File: src/hdl/mos_pkg.sv
// ----------------------------------------------------------------------------
// mos_pkg
// Shared types and constants for the median-of-sample-set block.
// ----------------------------------------------------------------------------
package mos_pkg;

    localparam int MAX_SAMPLES_DEF = 64;
    localparam int SAMPLE_W        = 16;
    localparam int COUNT_W         = 7;

    // Sequencer states of the sorted store
    typedef enum logic [2:0] {
        ST_IDLE,
        ST_SHIFT,
        ST_MED_RD0,
        ST_MED_RD1,
        ST_MED_CALC
    } t_state;

    // One finished median, handed from the store to the output register
    typedef struct packed {
        logic [SAMPLE_W-1:0] median_value;
        logic [COUNT_W-1:0]  sample_count;
        logic                overflowed;
    } t_result;

endpackage

File: src/hdl/median_of_sample_set.sv
// ----------------------------------------------------------------------------
// median_of_sample_set
// Loads a set of unsigned samples into a sorted store and gives its median.
// ----------------------------------------------------------------------------
// Samples are kept in ascending order in a single-port-read memory; each one
// is placed by insertion, moving every larger stored entry up one place at one
// entry per cycle. After the closing sample the two middle entries are read
// and the median is formed; it then sits in an output register while the
// next set starts loading. Sets with more than MaxSamples samples keep the
// first MaxSamples and report overflow. The memory needs no clearing pass.
module median_of_sample_set #(
    parameter int MaxSamples = mos_pkg::MAX_SAMPLES_DEF
) (
    input  logic                          i_clk,
    input  logic                          i_rst_n,
    input  logic                          i_valid,
    output logic                          o_stall,
    input  logic [mos_pkg::SAMPLE_W-1:0]  i_sample,
    input  logic                          i_last_sample,
    output logic                          o_valid,
    input  logic                          i_stall,
    output logic [mos_pkg::SAMPLE_W-1:0]  o_median_value,
    output logic [mos_pkg::COUNT_W-1:0]   o_sample_count,
    output logic                          o_overflowed
);
    import mos_pkg::*;

    logic    res_valid;
    logic    res_stall;
    t_result res;
    logic    r_o_valid;
    t_result r_o_res;

    mos_store #(
        .MaxSamples(MaxSamples)
    ) u_store (
        .i_clk        (i_clk),
        .i_rst_n      (i_rst_n),
        .i_valid      (i_valid),
        .i_sample     (i_sample),
        .i_last_sample(i_last_sample),
        .o_stall      (o_stall),
        .o_res_valid  (res_valid),
        .o_res        (res),
        .i_res_stall  (res_stall)
    );

    // Hold the store while the output register is full and not taken
    assign res_stall = r_o_valid && i_stall;

    // Output register
    always_ff @(posedge i_clk) begin
        if (!i_rst_n) begin
            r_o_valid <= 1'b0;
        end else if (!res_stall) begin
            r_o_valid <= res_valid;
        end
    end

    always_ff @(posedge i_clk) begin
        if (!res_stall && res_valid) begin
            r_o_res <= res;
        end
    end

    assign o_valid        = r_o_valid;
    assign o_median_value = r_o_res.median_value;
    assign o_sample_count = r_o_res.sample_count;
    assign o_overflowed   = r_o_res.overflowed;

endmodule

File: src/hdl/mos_store.sv
// ----------------------------------------------------------------------------
// mos_store
// Sorted sample memory with insertion sequencer and median read-out.
// ----------------------------------------------------------------------------
module mos_store #(
    parameter int MaxSamples = mos_pkg::MAX_SAMPLES_DEF
) (
    input  logic                          i_clk,
    input  logic                          i_rst_n,
    input  logic                          i_valid,
    input  logic [mos_pkg::SAMPLE_W-1:0]  i_sample,
    input  logic                          i_last_sample,
    output logic                          o_stall,
    output logic                          o_res_valid,
    output mos_pkg::t_result              o_res,
    input  logic                          i_res_stall
);
    import mos_pkg::*;

    localparam int AW = (MaxSamples > 1) ? $clog2(MaxSamples) : 1;
    localparam int CW = $clog2(MaxSamples + 1);

    t_state                r_state, n_state;
    logic [CW-1:0]         r_count;
    logic                  r_ovf;
    logic [AW-1:0]         r_pos;
    logic [SAMPLE_W-1:0]   r_val;
    logic                  r_last;
    logic [SAMPLE_W-1:0]   r_rd_data;
    logic [SAMPLE_W-1:0]   r_lo_data;
    logic [SAMPLE_W-1:0]   r_mem [MaxSamples];

    logic                  accept;
    logic                  room;
    logic                  greater;
    logic                  shift_step;
    logic                  rd_en;
    logic [AW-1:0]         rd_addr;
    logic                  wr_en;
    logic [AW-1:0]         wr_addr;
    logic [SAMPLE_W-1:0]   wr_data;
    logic [AW-1:0]         lo_addr;
    logic [AW-1:0]         hi_addr;
    logic [CW-1:0]         count_m1;
    logic [SAMPLE_W:0]     pair_sum;

    assign accept     = (r_state == ST_IDLE) && i_valid;
    assign room       = r_count < CW'(MaxSamples);
    assign greater    = r_rd_data > r_val;
    assign shift_step = (r_pos != '0) && greater;
    assign count_m1   = r_count - 1'b1;
    assign lo_addr    = AW'(count_m1 >> 1);
    assign hi_addr    = AW'(r_count >> 1);
    assign pair_sum   = {1'b0, r_lo_data} + {1'b0, r_rd_data};

    // Next state
    always_comb begin
        n_state = r_state;
        case (r_state)
            ST_IDLE: begin
                if (accept && room) begin
                    n_state = ST_SHIFT;
                end else if (accept && i_last_sample) begin
                    n_state = ST_MED_RD0;
                end
            end
            ST_SHIFT: begin
                if (!shift_step) begin
                    n_state = r_last ? ST_MED_RD0 : ST_IDLE;
                end
            end
            ST_MED_RD0: n_state = ST_MED_RD1;
            ST_MED_RD1: n_state = ST_MED_CALC;
            ST_MED_CALC: begin
                if (!i_res_stall) begin
                    n_state = ST_IDLE;
                end
            end
            default: n_state = ST_IDLE;
        endcase
    end

    // Memory strobes and result valid
    always_comb begin
        rd_en       = 1'b0;
        rd_addr     = '0;
        wr_en       = 1'b0;
        wr_addr     = r_pos;
        wr_data     = r_val;
        o_res_valid = 1'b0;
        case (r_state)
            ST_IDLE: begin
                // fetch the current top entry for the first compare
                rd_en   = accept && room && (r_count != '0);
                rd_addr = AW'(count_m1);
            end
            ST_SHIFT: begin
                wr_en = 1'b1;
                if (shift_step) begin
                    // move the larger entry up one place, fetch the next one down
                    wr_data = r_rd_data;
                    rd_en   = 1'b1;
                    rd_addr = r_pos - AW'(2);
                end
            end
            ST_MED_RD0: begin
                rd_en   = 1'b1;
                rd_addr = lo_addr;
            end
            ST_MED_RD1: begin
                rd_en   = 1'b1;
                rd_addr = hi_addr;
            end
            ST_MED_CALC: o_res_valid = 1'b1;
            default: ;
        endcase
    end

    assign o_stall             = (r_state != ST_IDLE);
    assign o_res.median_value  = pair_sum[SAMPLE_W:1];
    assign o_res.sample_count  = COUNT_W'(r_count);
    assign o_res.overflowed    = r_ovf;

    // Sample memory: one write and one registered read per cycle
    always_ff @(posedge i_clk) begin
        if (wr_en) begin
            r_mem[wr_addr] <= wr_data;
        end
        if (rd_en) begin
            r_rd_data <= r_mem[rd_addr];
        end
    end

    // Control registers
    always_ff @(posedge i_clk) begin
        if (!i_rst_n) begin
            r_state <= ST_IDLE;
            r_count <= '0;
            r_ovf   <= 1'b0;
        end else begin
            r_state <= n_state;
            if (accept && !room) begin
                r_ovf <= 1'b1;
            end
            if ((r_state == ST_SHIFT) && !shift_step) begin
                r_count <= r_count + 1'b1;
            end
            // close the set once the result is handed on
            if ((r_state == ST_MED_CALC) && !i_res_stall) begin
                r_count <= '0;
                r_ovf   <= 1'b0;
            end
        end
    end

    // Working registers of the current transfer
    always_ff @(posedge i_clk) begin
        if (accept) begin
            r_val  <= i_sample;
            r_last <= i_last_sample;
            r_pos  <= AW'(r_count);
        end else if ((r_state == ST_SHIFT) && shift_step) begin
            r_pos <= r_pos - 1'b1;
        end
        if (r_state == ST_MED_RD1) begin
            r_lo_data <= r_rd_data;
        end
    end

endmodule

File: config.mk
export PLATFORM = sky130hd
export DESIGN_NAME = median_of_sample_set
export DESIGN_NICKNAME = d
export VERILOG_FILES = /design/src/hdl/mos_pkg.sv /design/src/hdl/median_of_sample_set.sv /design/src/hdl/mos_store.sv
export SDC_FILE = /design/constraint.sdc
export NUM_CORES = 1
export LEC_CHECK = 0
export BUFFER_PORTS_ARGS = -buffer_cell sky130_fd_sc_hd__buf_2
export CORE_UTILIZATION = 62
export DETAILED_ROUTE_END_ITERATION = 8
export PLACE_DENSITY = 0.78
export SLEW_MARGIN = 15
export SYNTH_ARGS = -nofsm -noshare
export SYNTH_HDL_FRONTEND = slang
export SYNTH_SLANG_ARGS = --single-unit
File: constraint.sdc
create_clock -name i_clk -period 7.5 [get_ports i_clk]
set_input_delay 1.125 -clock i_clk [delete_from_list [all_inputs] [get_ports i_clk]]
set_output_delay 1.125 -clock i_clk [all_outputs]
set_load 0.1 [all_outputs]
==> reports/metrics.yaml <==
status: "complete, no violations"
grt_pass1_wl_um: 184000
crit_path_end: "u_store.r_rd_data[5]$_DFFE_PP_"
yosysTopAreaCell: "edfxtp_1"
worstReg2RegStart: "u_store.r_rd_data[15]$_DFFE_PP_"
async_flop_share: 0
num_vias: 30000
pin_count: 47
p_leak_nw: 16.8
period_share: 0.766
hold_viol: 0
maxCapViolCount: 0
cp.required_ps: 7800
dieArea_um2: 74700
regToRegSetupSlack_ps: 1760
setup_viol: 0
drt_first_pass_iters: 8
r2r_end: "u_store.r_rd_data[5]$_DFFE_PP_"
initial_core_util: 0.626
power.density_nw_per_um2: 363
num_rows: 99
cts.path.max_buffers: 3
synth_area_um2: 45700
worst_setup_path_end_kind: "register"
routed_wl_um: 126000
path_clk_slew_ps: 60
cts_resized: 0
h-tree-depth: 3
slew_violations: 0
fin_crit_ps: 5740
hpwl_um: 71000
netlist_instances: 3140
place_area_um2: 47200
cts_sinks: 1115
synth_top_area_frac: 0.725
cp_data_arrival_time_ps: 6050
cpMaxStageDelayCell: "o41ai_1"
max_slew.worst_pin.slew_ps: 1390
cp_cell_sequence: "ha_1, nand3_2, nor4_4, o21a_1, o31ai_4, nand2_4, buf_4, mux2i_1, a221oi_1, o41ai_1, nand4_1"
fin_util: 0.692
syn_to_final_growth_pct: 10.6
postCtsSetupRepairBufs: 0
max_slew_margin: 0.0617
hold_class: "reg2reg"
hold_buffers: 0
nets: 3211
synth_cell_types: 71
max_freq_mhz: 174
critPathBufInv: 1
fill_cells: 4631
ys_seq_area_frac: 0.731
cpLargestDelayFamily: "compound AO/OA/AOI/OAI gates"
avgViaCountPerCell: 7.17
cts_buffers: 106
clk_latency_ps: 680
synth_area_per_cell_um2: 14.5
root_buffer: "clkbuf_16"
die_h_um: 273
die_w_um: 273
synthTopCellsByArea: "edfxtp_1 73%, a211oi_1 5.6%, and3_1 3.2%"
dr.first_iter.drc_count: 4725
antenna_found_initial: 2
fin_cells: 4187
final_area_um2: 50500
path_depth: 11
drive_above_1_share: 0.114
portBuffers: 46
fin_skew_ps: 38.1
worst_setup_path_start_kind: "register"
crit_path_start: "u_store.r_rd_data[15]$_DFFE_PP_"
r2r_cells: 11
syn_nets: 3202
fin_setup_tns_ps: 0
synth-edff-count: 1103
ys_ff_latch: 1115
post_drt_wl_per_cell_um: 30.0
cts_tree: "built"
peakVddDrop_mv: 0.228
worstSetupPathType: "reg2reg"
grt.total_usage: 0.335
coreArea_um2: 73000
numPlacedInstances: 4000
grt_max_degree: 129
grt_pass1_vias: 28900
gp_congestion: 0.925
grt_overflow_total: 0
grt_setup_unrepaired: "no"
drc_errors: 0
ant_nets: 0
path_max_fanout: 91
synth_flop_cell: "edfxtp_1"
slowest_delay_ps: 1080
yosys_warnings: 0
hold_slack_ps: 440
## cells in the mapped netlist, types with 3 or more instances
master,instances
buf_2,50
a21boi_0,4
nand2b_1,8
a32oi_1,60
a41o_1,16
o22a_1,16
o21ai_0,116
nor3_1,9
a21oi_1,217
ha_1,40
or3_1,5
nand4_1,37
nor2_1,101
a211o_1,49
edfxtp_1,1103
o21a_1,4
inv_1,34
a221o_1,17
o41ai_1,32
clkbuf_1,174
nand3b_1,5
mux2i_1,31
o211ai_1,4
and3_1,230
xor2_1,12
dfxtp_1,12
a221oi_1,16
xnor2_1,18
nor2b_1,4
a31oi_1,9
buf_1,20
nand2_1,253
nand3_1,36
a211oi_1,340
a21o_1,7
buf_4,5
o21bai_1,3
## worst min-delay path by stage
stage,start,end,cells after the start
5_1_grt,u_store.r_ovf$_SDFFE_PP0P_,o_overflowed$_DFFE_PP_,0
3_5_place_dp,u_store.r_ovf$_SDFFE_PP0P_,o_overflowed$_DFFE_PP_,0
2_1_floorplan,u_store.r_count[2]$_SDFFE_PP0P_,o_sample_count[2]$_DFFE_PP_,0
4_1_cts,u_store.r_ovf$_SDFFE_PP0P_,o_overflowed$_DFFE_PP_,0
3_3_place_gp,u_store.r_ovf$_SDFFE_PP0P_,o_overflowed$_DFFE_PP_,0
6_report,u_store.r_ovf$_SDFFE_PP0P_,o_overflowed$_DFFE_PP_,0
## report_power, final
| part | total, W | switching, W | internal (W) |
|---|---|---|---|
| clock network | 0.00513 | 0.00225 | 0.00289 |
| registers | 0.00756 | 0.000136 | 0.00742 |
| logic | 0.00564 | 0.00410 | 0.00154 |
## final cells by class
| type | instances | area (um^2) | share of cell area |
|---|---|---|---|
| sequential | 1115 | 33400 | 0.660 |
| multi-input combinational | 1741 | 11500 | 0.228 |
| clock buffer | 129 | 2780 | 0.0551 |
| tap | 959 | 1200 | 0.0238 |
| timing repair buffer | 151 | 1050 | 0.0209 |
| clock inverter | 56 | 469 | 0.00929 |
| inverter | 34 | 128 | 0.00253 |
| antenna | 2 | 5.00 | 0.0000991 |
## layer usage
layer	track usage	wire length [um]	up-vias
met1	0.453	45000	14700
met4	0.166	6560	0
met3	0.0881	17000	404
met5	0	0	-
li1	-	-	12500
met2	0.508	57200	2360
## cells by family (layout without fill, tap and decap cells)
family	Yosys count	count (layout)	share of synthesized area
adder cells (fa/ha/maj)	41	41	0.0114
other	0	2	0
buffers and inverters	284	370	0.0253
multiplexers	31	31	0.00679
flip-flops	1115	1115	0.731
XOR/XNOR	30	30	0.00575
AND/OR/NAND/NOR	707	707	0.0771
AO/OA/AOI/OAI	932	932	0.143
## worst register-to-register path: cells and delay by family (launching register included)
family / cells / cell delay [ps]
AO/OA/AOI/OAI: 4 / 1660
adder cells (fa/ha/maj): 1 / 410
buffers and inverters: 1 / 910
flip-flops: 1 / 540
multiplexers: 1 / 390
AND/OR/NAND/NOR: 4 / 1460
## through the flow
step | setup slack [ps] | power [W]
after floorplan | 2240 | 0.0111
after global placement | 1930 | 0.0129
after detailed placement | 1940 | 0.0131
after CTS | 1920 | 0.0181
after global routing | 1540 | 0.0188
final | 1760 | 0.0183
## cell usage in the layout (no fill, tap or decap), drive strengths merged, types with 17 or more instances in the layout
master	instances
a211o	49
a211oi	340
a21oi	218
a221o	17
a221oi	17
a32oi	60
and3	230
buf	151
clkbuf	129
clkinv	46
edfxtp	1103
ha	40
inv	35
mux2i	31
nand2	255
nand3	37
nand4	37
nor2	103
o21ai	118
o41ai	32
xnor2	18
## registers in the layout (all words and copies together) (netlist names)
signal,flops
u_store.r_last,1
o_valid,1
u_store.r_rd_data,16
u_store.r_lo_data,16
o_overflowed,1
u_store.r_count,7
u_store.r_pos,6
u_store.r_mem,1024
o_sample_count,7
o_median_value,16
u_store.r_state,3
u_store.r_val,16
u_store.r_ovf,1
Power figures use the tool's default switching activity.
